$ cat config.mk
export PLATFORM = sky130hd
export DESIGN_NAME = length_prefixed_archive_deframer
export DESIGN_NICKNAME = d
export VERILOG_FILES = /design/src/rtl/ladf_pkg.sv /design/src/rtl/ladf_front.sv /design/src/rtl/ladf_queue.sv /design/src/rtl/ladf_back.sv /design/src/rtl/length_prefixed_archive_deframer.sv
export SDC_FILE = /design/constraint.sdc
export NUM_CORES = 2
export LEC_CHECK = 0
export ABC_CLOCK_PERIOD_IN_PS = 15200
export BUFFER_PORTS_ARGS = -buffer_cell sky130_fd_sc_hd__buf_4
export CAP_MARGIN = 20
export CORE_UTILIZATION = 60
export DETAILED_ROUTE_END_ITERATION = 12
export PLACE_DENSITY = 0.87
export SLEW_MARGIN = 5
export SYNTH_ARGS = -nofsm -noshare
export SYNTH_HDL_FRONTEND = slang
export SYNTH_SLANG_ARGS = --single-unit
$ cat constraint.sdc
create_clock -name clk -period 15.2 [get_ports clk]
set_input_delay 0.76 -clock clk [delete_from_list [all_inputs] [get_ports clk]]
set_output_delay 0.76 -clock clk [all_outputs]
set_load 0.1 [all_outputs]
$ cat src/rtl/ladf_pkg.sv
package ladf_pkg;

  localparam logic [31:0] MAX_RAW_SIZE_RESET = 32'd67108864;
  localparam int unsigned ACT_DEPTH_DEFAULT = 4;

  typedef enum logic [1:0] {
    KIND_NAME   = 2'd0,
    KIND_DATA   = 2'd1,
    KIND_END    = 2'd2,
    KIND_STATUS = 2'd3
  } kind_t;

  localparam logic [2:0] ST_OK         = 3'd0;
  localparam logic [2:0] ST_OK_EARLY   = 3'd1;
  localparam logic [2:0] ST_HDR_SHORT  = 3'd2;
  localparam logic [2:0] ST_OVER_LIMIT = 3'd3;
  localparam logic [2:0] ST_UNSUP      = 3'd4;
  localparam logic [2:0] ST_PAY_SHORT  = 3'd5;

  typedef struct packed {
    logic [7:0] in_byte;
    logic       in_last;
  } in_item_t;

  typedef struct packed {
    kind_t       kind;
    logic [7:0]  value;
    logic [31:0] entry_index;
    logic [2:0]  status;
    logic        run_last;
  } out_item_t;

  typedef struct packed {
    logic        has_byte;
    logic        is_data;
    logic [7:0]  value;
    logic [31:0] entry_idx;
    logic        has_end;
    logic        has_status;
    logic [2:0]  status;
    logic [31:0] stat_idx;
  } act_t;

endpackage

$ cat src/rtl/ladf_front.sv
module ladf_front (
  input  logic              clk,
  input  logic              rst,
  input  logic              in_valid,
  input  ladf_pkg::in_item_t in_item,
  input  logic              cfg_wr_en,
  input  logic [31:0]       cfg_wr_data,
  output logic              act_push,
  output ladf_pkg::act_t    act
);
  import ladf_pkg::*;

  typedef enum logic [10:0] {
    PH_FLAG  = 11'b000_0000_0001,
    PH_SIZE  = 11'b000_0000_0010,
    PH_COUNT = 11'b000_0000_0100,
    PH_NLEN  = 11'b000_0000_1000,
    PH_NAME  = 11'b000_0001_0000,
    PH_DLEN  = 11'b000_0010_0000,
    PH_DATA  = 11'b000_0100_0000,
    PH_DONE  = 11'b000_1000_0000,
    PH_STOP  = 11'b001_0000_0000,
    PH_OVER  = 11'b010_0000_0000,
    PH_UNSUP = 11'b100_0000_0000
  } phase_t;

  logic [31:0] max_raw_size;
  phase_t      phase, phase_next;
  logic        compressed, compressed_next;
  logic [2:0]  fcnt, fcnt_next;
  logic [31:0] declared, declared_next;
  logic [32:0] raw_offset, raw_offset_next;
  logic [31:0] file_count, file_count_next;
  logic [31:0] entries_done, entries_done_next;
  logic [31:0] field_value, field_value_next;
  logic [31:0] bytes_rem, bytes_rem_next;

  logic [31:0] fv_new;
  logic [2:0]  cnt_new;
  logic [32:0] ro1;
  logic [31:0] ed1;
  logic [31:0] brem1;
  logic        start_stop;
  logic        nlen_over;
  logic        dlen_over;

  always_comb begin
    fv_new     = field_value | (32'(in_item.in_byte) << {fcnt[1:0], 3'b000});
    cnt_new    = fcnt + 3'd1;
    ro1        = raw_offset + 33'd1;
    ed1        = entries_done + 32'd1;
    brem1      = bytes_rem - 32'd1;
    start_stop = ({1'b0, ro1} + 34'd2) > {2'b00, declared};
    nlen_over  = ({1'b0, ro1} + {18'd0, fv_new[15:0]} + 34'd4) > {2'b00, declared};
    dlen_over  = ({1'b0, ro1} + {2'b00, fv_new}) > {2'b00, declared};
  end

  always_comb begin
    phase_next        = phase;
    compressed_next   = compressed;
    fcnt_next         = fcnt;
    declared_next     = declared;
    raw_offset_next   = raw_offset;
    file_count_next   = file_count;
    entries_done_next = entries_done;
    field_value_next  = field_value;
    bytes_rem_next    = bytes_rem;
    act               = '0;
    act.value         = in_item.in_byte;
    act.entry_idx     = entries_done;

    case (phase)
      PH_FLAG: begin
        compressed_next = (in_item.in_byte != 8'd0);
        phase_next      = PH_SIZE;
      end
      PH_SIZE: begin
        field_value_next = fv_new;
        fcnt_next        = cnt_new;
        if (cnt_new == 3'd4) begin
          field_value_next = '0;
          fcnt_next        = '0;
          declared_next    = fv_new;
          raw_offset_next  = '0;
          if (fv_new > max_raw_size) begin
            phase_next = PH_OVER;
          end else if (compressed) begin
            phase_next = PH_UNSUP;
          end else if (fv_new < 32'd4) begin
            phase_next = PH_STOP;
          end else begin
            phase_next = PH_COUNT;
          end
        end
      end
      PH_COUNT: begin
        raw_offset_next  = ro1;
        field_value_next = fv_new;
        fcnt_next        = cnt_new;
        if (cnt_new == 3'd4) begin
          field_value_next = '0;
          fcnt_next        = '0;
          file_count_next  = fv_new;
          if (fv_new == 32'd0) begin
            phase_next = PH_DONE;
          end else begin
            phase_next = start_stop ? PH_STOP : PH_NLEN;
          end
        end
      end
      PH_NLEN: begin
        raw_offset_next  = ro1;
        field_value_next = fv_new;
        fcnt_next        = cnt_new;
        if (cnt_new == 3'd2) begin
          field_value_next = '0;
          fcnt_next        = '0;
          if (nlen_over) begin
            phase_next = PH_STOP;
          end else begin
            bytes_rem_next = {16'd0, fv_new[15:0]};
            phase_next     = (fv_new[15:0] == 16'd0) ? PH_DLEN : PH_NAME;
          end
        end
      end
      PH_NAME: begin
        raw_offset_next = ro1;
        act.has_byte    = 1'b1;
        bytes_rem_next  = brem1;
        if (brem1 == 32'd0) begin
          phase_next = PH_DLEN;
        end
      end
      PH_DLEN: begin
        raw_offset_next  = ro1;
        field_value_next = fv_new;
        fcnt_next        = cnt_new;
        if (cnt_new == 3'd4) begin
          field_value_next = '0;
          fcnt_next        = '0;
          if (dlen_over) begin
            phase_next = PH_STOP;
          end else if (fv_new == 32'd0) begin
            act.has_end       = 1'b1;
            entries_done_next = ed1;
            if (ed1 == file_count) begin
              phase_next = PH_DONE;
            end else begin
              phase_next = start_stop ? PH_STOP : PH_NLEN;
            end
          end else begin
            bytes_rem_next = fv_new;
            phase_next     = PH_DATA;
          end
        end
      end
      PH_DATA: begin
        raw_offset_next = ro1;
        act.has_byte    = 1'b1;
        act.is_data     = 1'b1;
        bytes_rem_next  = brem1;
        if (brem1 == 32'd0) begin
          act.has_end       = 1'b1;
          entries_done_next = ed1;
          if (ed1 == file_count) begin
            phase_next = PH_DONE;
          end else begin
            phase_next = start_stop ? PH_STOP : PH_NLEN;
          end
        end
      end
      PH_DONE, PH_STOP: begin
        if (raw_offset < {1'b0, declared}) begin
          raw_offset_next = ro1;
        end
      end
      default: begin
      end
    endcase

    act.stat_idx   = entries_done_next;
    act.has_status = in_item.in_last;
    if (phase_next inside {PH_FLAG, PH_SIZE}) begin
      act.status = ST_HDR_SHORT;
    end else if (phase_next == PH_OVER) begin
      act.status = ST_OVER_LIMIT;
    end else if (phase_next == PH_UNSUP) begin
      act.status = ST_UNSUP;
    end else if (raw_offset_next < {1'b0, declared_next}) begin
      act.status = ST_PAY_SHORT;
    end else if (phase_next == PH_DONE) begin
      act.status = ST_OK;
    end else begin
      act.status = ST_OK_EARLY;
    end

    act_push = in_valid && (act.has_byte || act.has_end || act.has_status);
  end

  always_ff @(posedge clk) begin
    if (rst) begin
      max_raw_size <= MAX_RAW_SIZE_RESET;
    end else if (cfg_wr_en) begin
      max_raw_size <= cfg_wr_data;
    end
  end

  always_ff @(posedge clk) begin
    if (rst || (in_valid && in_item.in_last)) begin
      phase        <= PH_FLAG;
      compressed   <= 1'b0;
      fcnt         <= '0;
      declared     <= '0;
      raw_offset   <= '0;
      file_count   <= '0;
      entries_done <= '0;
      field_value  <= '0;
      bytes_rem    <= '0;
    end else if (in_valid) begin
      phase        <= phase_next;
      compressed   <= compressed_next;
      fcnt         <= fcnt_next;
      declared     <= declared_next;
      raw_offset   <= raw_offset_next;
      file_count   <= file_count_next;
      entries_done <= entries_done_next;
      field_value  <= field_value_next;
      bytes_rem    <= bytes_rem_next;
    end
  end

endmodule

$ cat src/rtl/ladf_queue.sv
module ladf_queue #(
  parameter int unsigned DEPTH = ladf_pkg::ACT_DEPTH_DEFAULT
) (
  input  logic           clk,
  input  logic           rst,
  input  logic           push,
  input  ladf_pkg::act_t push_data,
  input  logic           pop,
  output ladf_pkg::act_t head,
  output logic           empty,
  output logic           full
);
  import ladf_pkg::*;

  localparam int unsigned PW = (DEPTH > 1) ? $clog2(DEPTH) : 1;
  localparam int unsigned CW = $clog2(DEPTH + 1);

  act_t          mem [DEPTH];
  logic [PW-1:0] wr_ptr;
  logic [PW-1:0] rd_ptr;
  logic [CW-1:0] count;

  assign empty = (count == '0);
  assign full  = (count == CW'(DEPTH));
  assign head  = mem[rd_ptr];

  always_ff @(posedge clk) begin
    if (push) begin
      mem[wr_ptr] <= push_data;
    end
  end

  always_ff @(posedge clk) begin
    if (rst) begin
      wr_ptr <= '0;
      rd_ptr <= '0;
      count  <= '0;
    end else begin
      if (push) begin
        wr_ptr <= (wr_ptr == PW'(DEPTH - 1)) ? '0 : wr_ptr + PW'(1);
      end
      if (pop) begin
        rd_ptr <= (rd_ptr == PW'(DEPTH - 1)) ? '0 : rd_ptr + PW'(1);
      end
      if (push && !pop) begin
        count <= count + CW'(1);
      end else if (pop && !push) begin
        count <= count - CW'(1);
      end
    end
  end

  a_no_overflow: assert property (@(posedge clk) disable iff (rst) push |-> !full || pop)
    else $error("action queue overflow");
  a_no_underflow: assert property (@(posedge clk) disable iff (rst) pop |-> !empty)
    else $error("action queue underflow");
  a_count_up: assert property (@(posedge clk) disable iff (rst)
    (push && !pop) |=> count == $past(count) + CW'(1))
    else $error("action queue count mismatch");

endmodule

$ cat src/rtl/ladf_back.sv
module ladf_back (
  input  logic                clk,
  input  logic                rst,
  input  ladf_pkg::act_t      head,
  input  logic                q_empty,
  output logic                q_pop,
  output logic                empty,
  input  logic                pop,
  output ladf_pkg::out_item_t out_item
);
  import ladf_pkg::*;

  act_t      cur, cur_next;
  logic      cur_valid;
  logic      out_valid;
  out_item_t item;
  logic      last_item;
  logic      out_ready;
  logic      step;
  logic      cur_free;

  always_comb begin
    cur_next = cur;
    item     = '0;
    if (cur.has_byte) begin
      item.kind         = cur.is_data ? KIND_DATA : KIND_NAME;
      item.value        = cur.value;
      item.entry_index  = cur.entry_idx;
      last_item         = !(cur.has_end || cur.has_status);
      cur_next.has_byte = 1'b0;
    end else if (cur.has_end) begin
      item.kind        = KIND_END;
      item.entry_index = cur.entry_idx;
      last_item        = !cur.has_status;
      cur_next.has_end = 1'b0;
    end else begin
      item.kind           = KIND_STATUS;
      item.entry_index    = cur.stat_idx;
      item.status         = cur.status;
      last_item           = 1'b1;
      cur_next.has_status = 1'b0;
    end
    item.run_last = last_item;
  end

  assign out_ready = !out_valid || pop;
  assign step      = cur_valid && out_ready;
  assign cur_free  = !cur_valid || (step && last_item);
  assign q_pop     = cur_free && !q_empty;
  assign empty     = !out_valid;

  always_ff @(posedge clk) begin
    if (q_pop) begin
      cur <= head;
    end else if (step) begin
      cur <= cur_next;
    end
    if (step) begin
      out_item <= item;
    end
  end

  always_ff @(posedge clk) begin
    if (rst) begin
      cur_valid <= 1'b0;
      out_valid <= 1'b0;
    end else begin
      if (q_pop) begin
        cur_valid <= 1'b1;
      end else if (step && last_item) begin
        cur_valid <= 1'b0;
      end
      if (step) begin
        out_valid <= 1'b1;
      end else if (pop) begin
        out_valid <= 1'b0;
      end
    end
  end

  a_cur_pending: assert property (@(posedge clk) disable iff (rst)
    cur_valid |-> (cur.has_byte || cur.has_end || cur.has_status))
    else $error("held action has nothing left to send");
  a_status_last: assert property (@(posedge clk) disable iff (rst)
    (out_valid && out_item.kind == KIND_STATUS) |-> out_item.run_last)
    else $error("packet status not last of its run");

endmodule

$ cat src/rtl/length_prefixed_archive_deframer.sv
// Channel    Handshake            Payload
// input      push / full          in_item (in_byte, in_last)
// result     pop / empty          out_item (kind, value, entry_index, status, run_last)
// config     cfg_wr_en            cfg_wr_data (max_raw_size)
//
// The parser takes one byte per cycle unless full; each byte is classified in the cycle
// it is taken. The result port moves one result per cycle if popped, so a byte that
// yields up to three results holds it for each; the action queue of ACT_DEPTH entries
// absorbs bursts. full rises only while the action queue is full; empty is low while a
// result waits. Synchronous reset, no clearing pass; max_raw_size returns to 64 MiB.
module length_prefixed_archive_deframer #(
  parameter int unsigned ACT_DEPTH = ladf_pkg::ACT_DEPTH_DEFAULT
) (
  input  logic                clk,
  input  logic                rst,
  input  logic                push,
  output logic                full,
  input  ladf_pkg::in_item_t  in_item,
  output logic                empty,
  input  logic                pop,
  output ladf_pkg::out_item_t out_item,
  input  logic                cfg_wr_en,
  input  logic [31:0]         cfg_wr_data
);
  import ladf_pkg::*;

  logic q_full;
  logic q_empty;
  logic q_pop;
  logic act_push;
  act_t act;
  act_t head;

  assign full = q_full;

  ladf_front u_front (
    .clk        (clk),
    .rst        (rst),
    .in_valid   (push && !q_full),
    .in_item    (in_item),
    .cfg_wr_en  (cfg_wr_en),
    .cfg_wr_data(cfg_wr_data),
    .act_push   (act_push),
    .act        (act)
  );

  ladf_queue #(
    .DEPTH(ACT_DEPTH)
  ) u_queue (
    .clk      (clk),
    .rst      (rst),
    .push     (act_push),
    .push_data(act),
    .pop      (q_pop),
    .head     (head),
    .empty    (q_empty),
    .full     (q_full)
  );

  ladf_back u_back (
    .clk     (clk),
    .rst     (rst),
    .head    (head),
    .q_empty (q_empty),
    .q_pop   (q_pop),
    .empty   (empty),
    .pop     (pop),
    .out_item(out_item)
  );

endmodule
-- After elaboration in Yosys (flattened, before gate mapping)
Memories as Yosys holds them, arrays and structs flattened. A register that Yosys moved wholly into a read port is not among the register bits.
Cells that the tools add are included.
- add/sub/neg operators: 12
- multipliers: 0
- divide/modulo/power cells: 0
- magnitude comparators: 7
- equal/unequal tests: 27
- shifts and indexed selects: 1
- multiplexer cells: 74
- bitwise logic cells: 1
- reductions and logical operators: 45
- operator list (operator ; number):
    2-to-1 mux 32 bit ; 15
    2-to-1 mux 79 bit ; 2
    2-to-1 mux 11 bit ; 13
    one-hot mux 32 bit (2 select lines) ; 2
    greater-than comparator 34 x 32 -> 1 bit ; 3
    one-hot mux 33 bit (3 select lines) ; 1
    one-hot mux 32 bit (3 select lines) ; 1
    one-hot mux 11 bit (7 select lines) ; 1
    < comparator 33 x 32 -> 1 bit ; 2
    2-to-1 mux 33 bit ; 2
    logical NOT 32 bit ; 2
    adder 33 x 16 -> 34 bit ; 1
    adder 33 x 2 -> 34 bit, second input constant ; 1
    adder 33 x 32 -> 34 bit ; 1
    adder 34 x 3 -> 34 bit, second input constant ; 1
    adder 33 x 1 -> 33 bit, second input constant ; 1
    adder 32 x 1 -> 32 bit, second input constant ; 1
    equality test 32 bit ; 1
    greater-than comparator 32 bit ; 1
    < comparator 32 x 3 -> 1 bit, second input constant ; 1
    OR 32 bit ; 1
    << shifter 8 x 5 -> 32 bit ; 1
    subtractor 32 x 1 -> 32 bit, second input constant ; 1
    2-to-1 mux 3 bit ; 8
    39 further kinds ; 103
- register bits: 374
- bits in latches: 0
- bits in writable memories: 316
- memory bits (read-only): 0
- output and inout bits: 48
- logic and storage cells: 196
- memories kept: 1
- memory list (memory ; depth ; bits a word ; read ports ; clocked after Yosys merged registers in ; write ports ; RTL line ; RTL):
    u_queue.mem ; 4 ; 79 ; 1 ; 1 ; 1 ; ladf_queue.sv:18 ; act_t mem [DEPTH];

-- Longest topological paths before layout
- word-level depth: 15
- mapped depth: 36
- depth with buffers taken out: 33

-- By module
From an unflattened synthesis, not the netlist that was laid out.
- cells, all modules: 3886
- area, all modules: 39937.1 µm²
- modules (own cells, without submodules) (module ; times used ; cells an instance ; area each (µm²) ; sequential area each (µm²)):
    ladf_front ; 1 ; 3147 ; 23197.2 ; 4804.6
    ladf_queue ; 1 ; 457 ; 11825.1 ; 9669.3
    ladf_back ; 1 ; 281 ; 4901.0 ; 3793.6
    length_prefixed_archive_deframer ; 1 ; 1 ; 13.8 ; 0.0

-- Worst setup path before layout
No wires, ideal clock.
- kind: flip-flop to flip-flop
- start point: register u_front.fcnt[0]
- end point: memory u_queue.mem[0][0] (netlist bit), enable pin
- setup time: 0.446 ns
- arrival time: 7.993 ns
- required time: 14.754 ns
- path slack: 6.761 ns
- stages on the path, launching flop included: 28
- path buffers: 1
- period minus slack after synthesis: 8.439 ns
- cells stage by stage: dfxtp_1 clkbuf_1 nor2_1 a21oi_1 inv_1 ha_1 fa_1 a31oi_1 a211oi_1 a2111oi_0 o21ai_0 a21oi_1 o21bai_1 a21oi_1 o21ai_0 a21o_1 a21oi_1 xnor2_1 ha_1 and3_1 o21a_1 a211oi_1 o31ai_1 o21ai_0 nand2_1 a2bb2oi_1 a21oi_1 and2_1
- word-level cells in the longest chain between the ends: 12
- elaborated cells on any way between the ends: 16
- ends and longest elaborated chain (what ; RTL line ; RTL):
    start, declared ; ladf_front.sv:30 ; logic [2:0] fcnt, fcnt_next;
    start signal, assigned ; ladf_front.sv:222 ; fcnt <= fcnt_next;
    << shifter 8 x 5 -> 32 bit * ; ladf_front.sv:48 ; fv_new = field_value | (32'(in_item.in_byte) << {fcnt[1:0], 3'b000});
    OR 32 bit * ; ladf_front.sv:48 ;
    named net u_front.fv_new[1] ; ladf_front.sv:38 ; logic [31:0] fv_new;
    adder 33 x 32 -> 34 bit or logical NOT 32 bit (tied branches) ; ladf_front.sv:55, ladf_front.sv:143 ;
    greater-than comparator 34 x 32 -> 1 bit or 2-to-1 mux 1 bit (tied branches) ; ladf_front.sv:55, ladf_front.sv:143 ;
    2-to-1 mux 1 bit * ; ladf_front.sv:141 ; if (dlen_over) begin
    2-to-1 mux 1 bit * ; ladf_front.sv:138 ; if (cnt_new == 3'd4) begin
    one-hot mux 1 bit (2 select lines) * ; ladf_front.sv:72 ; case (phase)
    logical OR 1 bit * (2 in series) ; ladf_front.sv:197 ; act_push = in_valid && (act.has_byte || act.has_end || act.has_status);
    logical AND 1 bit * ; ladf_front.sv:197 ;
    named net act_push ; length_prefixed_archive_deframer.sv:30 ; logic act_push;
    2-to-1 mux 1 bit * ; ladf_queue.sv:28 ; if (push) begin
    2-to-1 mux 1 bit (implied by the code) * ; ladf_queue.sv:29 ; mem[wr_ptr] <= push_data;
    end, declared ; ladf_queue.sv:18 ;
Mark *: on every way through the listed nets, which the timed path passes. The rest lies on a longest branch.

-- Final worst setup path
- start point: register u_front.raw_offset[1]
- end point: memory u_queue.mem[0][5] (netlist bit), enable pin
- word-level cells in the longest chain between the ends: 11
- ends and longest elaborated chain (what ; RTL line ; RTL):
    start, declared ; ladf_front.sv:32 ; logic [32:0] raw_offset, raw_offset_next;
    start signal, assigned ; ladf_front.sv:224 ; raw_offset <= raw_offset_next;
    adder 33 x 1 -> 33 bit ; ladf_front.sv:50 ; ro1 = raw_offset + 33'd1;
    adder 33 x 32 -> 34 bit ; ladf_front.sv:55 ; dlen_over = ({1'b0, ro1} + {2'b00, fv_new}) > {2'b00, declared};
    greater-than comparator 34 x 32 -> 1 bit ; ladf_front.sv:55 ;
    2-to-1 mux 1 bit ; ladf_front.sv:141 ;
    2-to-1 mux 1 bit ; ladf_front.sv:138 ;
    one-hot mux 1 bit (2 select lines) ; ladf_front.sv:72 ;
    logical OR 1 bit (2 in series) ; ladf_front.sv:197 ;
    logical AND 1 bit ; ladf_front.sv:197 ;
    named net act_push ; length_prefixed_archive_deframer.sv:30 ;
    2-to-1 mux 1 bit ; ladf_queue.sv:28 ;
    2-to-1 mux 1 bit (implied by the code) ; ladf_queue.sv:29 ;
The timed path passes the listed nets, and every way through them passes these cells.

==> results <==
- Setup repair after global routing left no endpoint under its margin.
- The post-placement cell count is 4621.
- Synthesis produced a netlist with a net count of between 4000 and 5000.
- The non-filler instance count after layout is between 4000 and 5000.
- After detailed routing, the number of vias per cell comes to between 6 and 7.
- In this run the critical register-to-register path is launched from u_front.raw_offset[1].
- Row generation in the floorplan step produced between 90 and 100 rows.
- The classification of the worst setup path is reg2reg.
- The first-pass iteration count of the detailed router is 6.
- The cell sitting at the root of the clock tree is a clkbuf_16.
- The first global-routing pass estimated about 180 mm of wire.
- The total power divided by cell area is around 140 nW/um2.
- Summed over all nets, the half-perimeter wirelength after detailed placement is between 70 and 80 mm.
- VDD sags by at most 116 uV.
- The core outline area is between 60000 and 70000 um2.
- The worst hold path endpoint is u_front.max_raw_size[28].
- In the final routed layout, each cell accounts on average for between 20 and 25 um.
- The relative slew slack is 0.229.
- Across all layers, the routed design uses slightly above 30000 vias.
- The number of warnings issued by yosys is 0.
- For met3 alone, demand over resource in global routing was 0.0650.
- After clock tree synthesis, the flow added hold-fix buffers numbering 0.
- The final count of negative-setup-slack endpoints is 0.
- Dividing the final minimum period by the clock period gives 0.635.
- The met2 routing resource usage after global routing is 0.565.
- In this run the critical register-to-register path is captured at u_queue.mem[0][5].
- Derived from the worst setup path, the maximum achievable clock frequency is around 0.10 GHz.
- The shortest clock period the worst path allows after layout is between 9 and 10 ns.
- The area growth from synthesis to layout is 9.93%.
- In this run the remaining antenna-violating nets after routing total 0.
- The run finished with clean final reports.
- The number of setup buffers added after CTS is 0.
- The worst hold path passes through 3 cells.
- Final hold analysis gives a worst-case slack of around 0.36 ns.
- The final hold violation count is 0.
- The number of cells on the worst reg-to-reg path is 27.
- At the pin with the least slew margin, the transition time is 1.16 ns.
- Ranked by instance count, the synthesized netlist is headed by 441 x edfxtp_1, 441 x nor2_1, 272 x a21oi_1, 254 x nand2_1, 253 x ha_1.
- In this run the register-to-register setup slack is between 5 and 6 ns.
- Of the synthesized area, sequential elements account for 0.467.
- At the worst endpoint, the required time is 15.44 ns.
- The TritonCTS clock tree is yes.
- The area of the mapped netlist is 39100 um2.
- Summed over all layers, the routed wires come to roughly 120 mm.
- Synthesis inferred ~690 register bits.
- A synthesized cell averages ~10 um2.
- At the later pin of the worst-skew pair, clock insertion delay measures about 0.63 ns.
- The startpoint identified for the worst hold timing path is cfg_wr_data[28].
- The CTS H-tree depth is 3.
- The worst setup path is launched from a flip-flop.
- The final RePlAce weighted congestion is between 1 and 1.5.
- The aggregate negative setup slack is 0 ns.
- In the synthesized netlist the dominant register cell turns out to be edfxtp_1.
- The remaining global-route overflow is 0.
- The path class of the tightest hold or removal check is in2reg.
- The leakage power is 16.0 nW.
- In this run the horizontal extent of the chip is 257 um.
- The repair_antennas step left the layout with diodes totalling 0.
- The CTS sink count is between 600 and 700.
- Clock tree synthesis inserted a total of between 70 and 80 buffers.
- The number of buffers on the longest clock path is 3.
- The die is ~260 um tall.
- The capturing element type of the critical path is a flip-flop.
- The number of max-cap violations is 0.
- Once layout is complete, the utilization of the core stands at 0.668.
- The share of layout cells above drive strength 1 is 0.114.
- The clock transition at the register clock pins on the worst setup and hold paths after CTS is about 0.060 ns.
- For this configuration, the core starts out at a cell density of 0.607.
- The worst-case clock skew is approximately 0.029 ns.
- The global-route usage over all layers is 0.345.
- The initial detailed-routing violation count is 3985.
- The number of standard cells after synthesis is about 3800.
- After global routing, the most crowded layer is met2.
- The pin count of the biggest net entering global routing is 94.
- The remaining routing DRC violations is 0.
- The top cell type's share of synthesized area is 0.338.
- The distinct cell type count of the synthesized netlist is 90.
- The via count of the first global-routing pass came to between 20000 and 30000.
- The number of antenna violations at the first check in global routing is 1.
- The largest fanout on the critical path is 47.
- The arrival time of the worst setup path is between 9 and 10 ns.
- The number of pins exceeding their max-slew limit in the final report is 0.
- The I/O pin count is 94.
- The port buffer count is between 90 and 100.
- The net count of the finished layout is approximately 4200.
- The die outline area is about 66000 um2.
- For met1 alone, demand over resource in global routing was 0.430.
- The synthesized design contains approximately 440 enable-type register cells.
- edfxtp_1 takes more of the synthesized area than any other cell.
- The share of synthesized flip-flops with an asynchronous set or reset is 0.
- The post-cts sizing count is 0.
- By area the synthesized netlist is led by edfxtp_1 34%, dfxtp_1 13%, ha_1 8.1%.
-- worst max-delay path: stages (launching register included) --
cell	delay, ns
dfxtp_1	0.54
ha_1	0.50
nand3_1	0.41
or4_1	0.69
or3_1	0.40
and2_1	0.18
inv_1	0.17
ha_1	0.26
nand4_1	0.19
or2_2	0.34
or3_1	0.39
o211ai_1	0.35
nor2_1	0.13
o21ai_0	0.29
a21o_1	0.16
a21oi_1	0.07
xnor2_1	0.13
ha_1	0.21
nor3_1	0.19
o21ai_0	0.12
a211oi_1	0.27
o31ai_1	0.12
o21ai_0	0.72
nand2_1	0.12
a2bb2oi_1	0.25
a21oi_1	0.68
and2_4	0.63
buf_4	0.69
-- worst max path at each step --
stage | depth (start not counted) | startpoint | end | slack (ns)
CTS | 29 | u_front.raw_offset[1] | u_queue.mem[0][36] | 5.69
finish | 27 | u_front.raw_offset[1] | u_queue.mem[0][5] | 5.55
global placement | 27 | u_front.raw_offset[1] | u_queue.mem[1][43] | 6.09
global route | 29 | u_front.raw_offset[1] | u_queue.mem[0][48] | 5.06
detailed placement | 27 | u_front.raw_offset[1] | u_queue.mem[1][43] | 5.82
floorplan | 27 | u_front.fcnt[0] | u_queue.mem[0][0] | 6.76
-- kinds of logic (layout without fill, tap and decap cells) --
group	after synthesis	after routing	share of synthesized area
and+or+nand+nor	1270	1270	0.159
AOI/OAI and AO/OA	830	830	0.134
DFF	692	692	0.467
buffers and inverters	412	479	0.0404
adders and majority gates	265	265	0.0870
xor gates and xnor gates	198	198	0.0443
muxes	163	163	0.0681
-- power by group --
group	total [W]	internal (W)	switching [W]
clock network	0.00179	0.00101	0.000772
registers	0.00249	0.00233	0.000157
logic	0.00179	0.000614	0.00118
total	0.00607	0.00396	0.00211
-- stage by stage --
step	instance area [um2]	power [W]	setup WS [ns]
global route	43000	0.00627	5.06
finish	43000	0.00607	5.55
CTS	43000	0.00607	5.69
floorplan	39100	0.00380	6.76
global placement	40700	0.00419	6.09
detailed placement	40700	0.00427	5.82
-- cell usage in the layout (no fill, tap or decap), types with 88 or more instances in the layout --
master    netlist  layout
edfxtp_1      441     441
nor2_1        441     440
a21oi_1       272     264
ha_1          253     253
nand2_1       254     252
dfxtp_1       251     249
inv_1         190     188
o21ai_0       165     165
buf_4           1     157
xnor2_1       150     150
a211oi_1       98      98
nor2b_1        98      96
nor3_1         88      88
-- routing by layer --
metal | vias up | part of all wire
li1 | 14100 | -
met1 | 14900 | 0.37
met2 | 1809 | 0.47
met3 | 398 | 0.094
met4 | 2 | 0.061
met5 | - | 0.00010
-- flip-flops by register name, indices dropped and copies added (netlist names), named ones only --
| signal | cells |
|---|---|
| u_back.out_valid | 1 |
| u_queue.rd_ptr | 2 |
| u_queue.count | 3 |
| u_front.declared | 32 |
| u_back.cur_valid | 1 |
| u_front.bytes_rem | 32 |
| u_back.cur | 79 |
| u_front.raw_offset | 33 |
| u_front.file_count | 32 |
| u_queue.mem | 316 |
| u_back.out_item | 46 |
| u_front.field_value | 32 |
| u_front.phase | 11 |
| u_front.compressed | 1 |
| u_front.entries_done | 32 |
| u_queue.wr_ptr | 2 |
| u_front.max_raw_size | 32 |
| u_front.fcnt | 3 |
-- cell type report --
| cell class | count | area (um2) |
|---|---|---|
| fillers | 4772 | 21400 |
| multi-input cells | 2726 | 19400 |
| flip-flops and latches | 692 | 18300 |
| clock buffers | 88 | 1880 |
| repair buffers | 159 | 1200 |
| well taps | 855 | 1070 |
| inverters | 190 | 713 |
| clock inverters | 42 | 467 |
No activity file was read; power rests on OpenSTA's default activity.
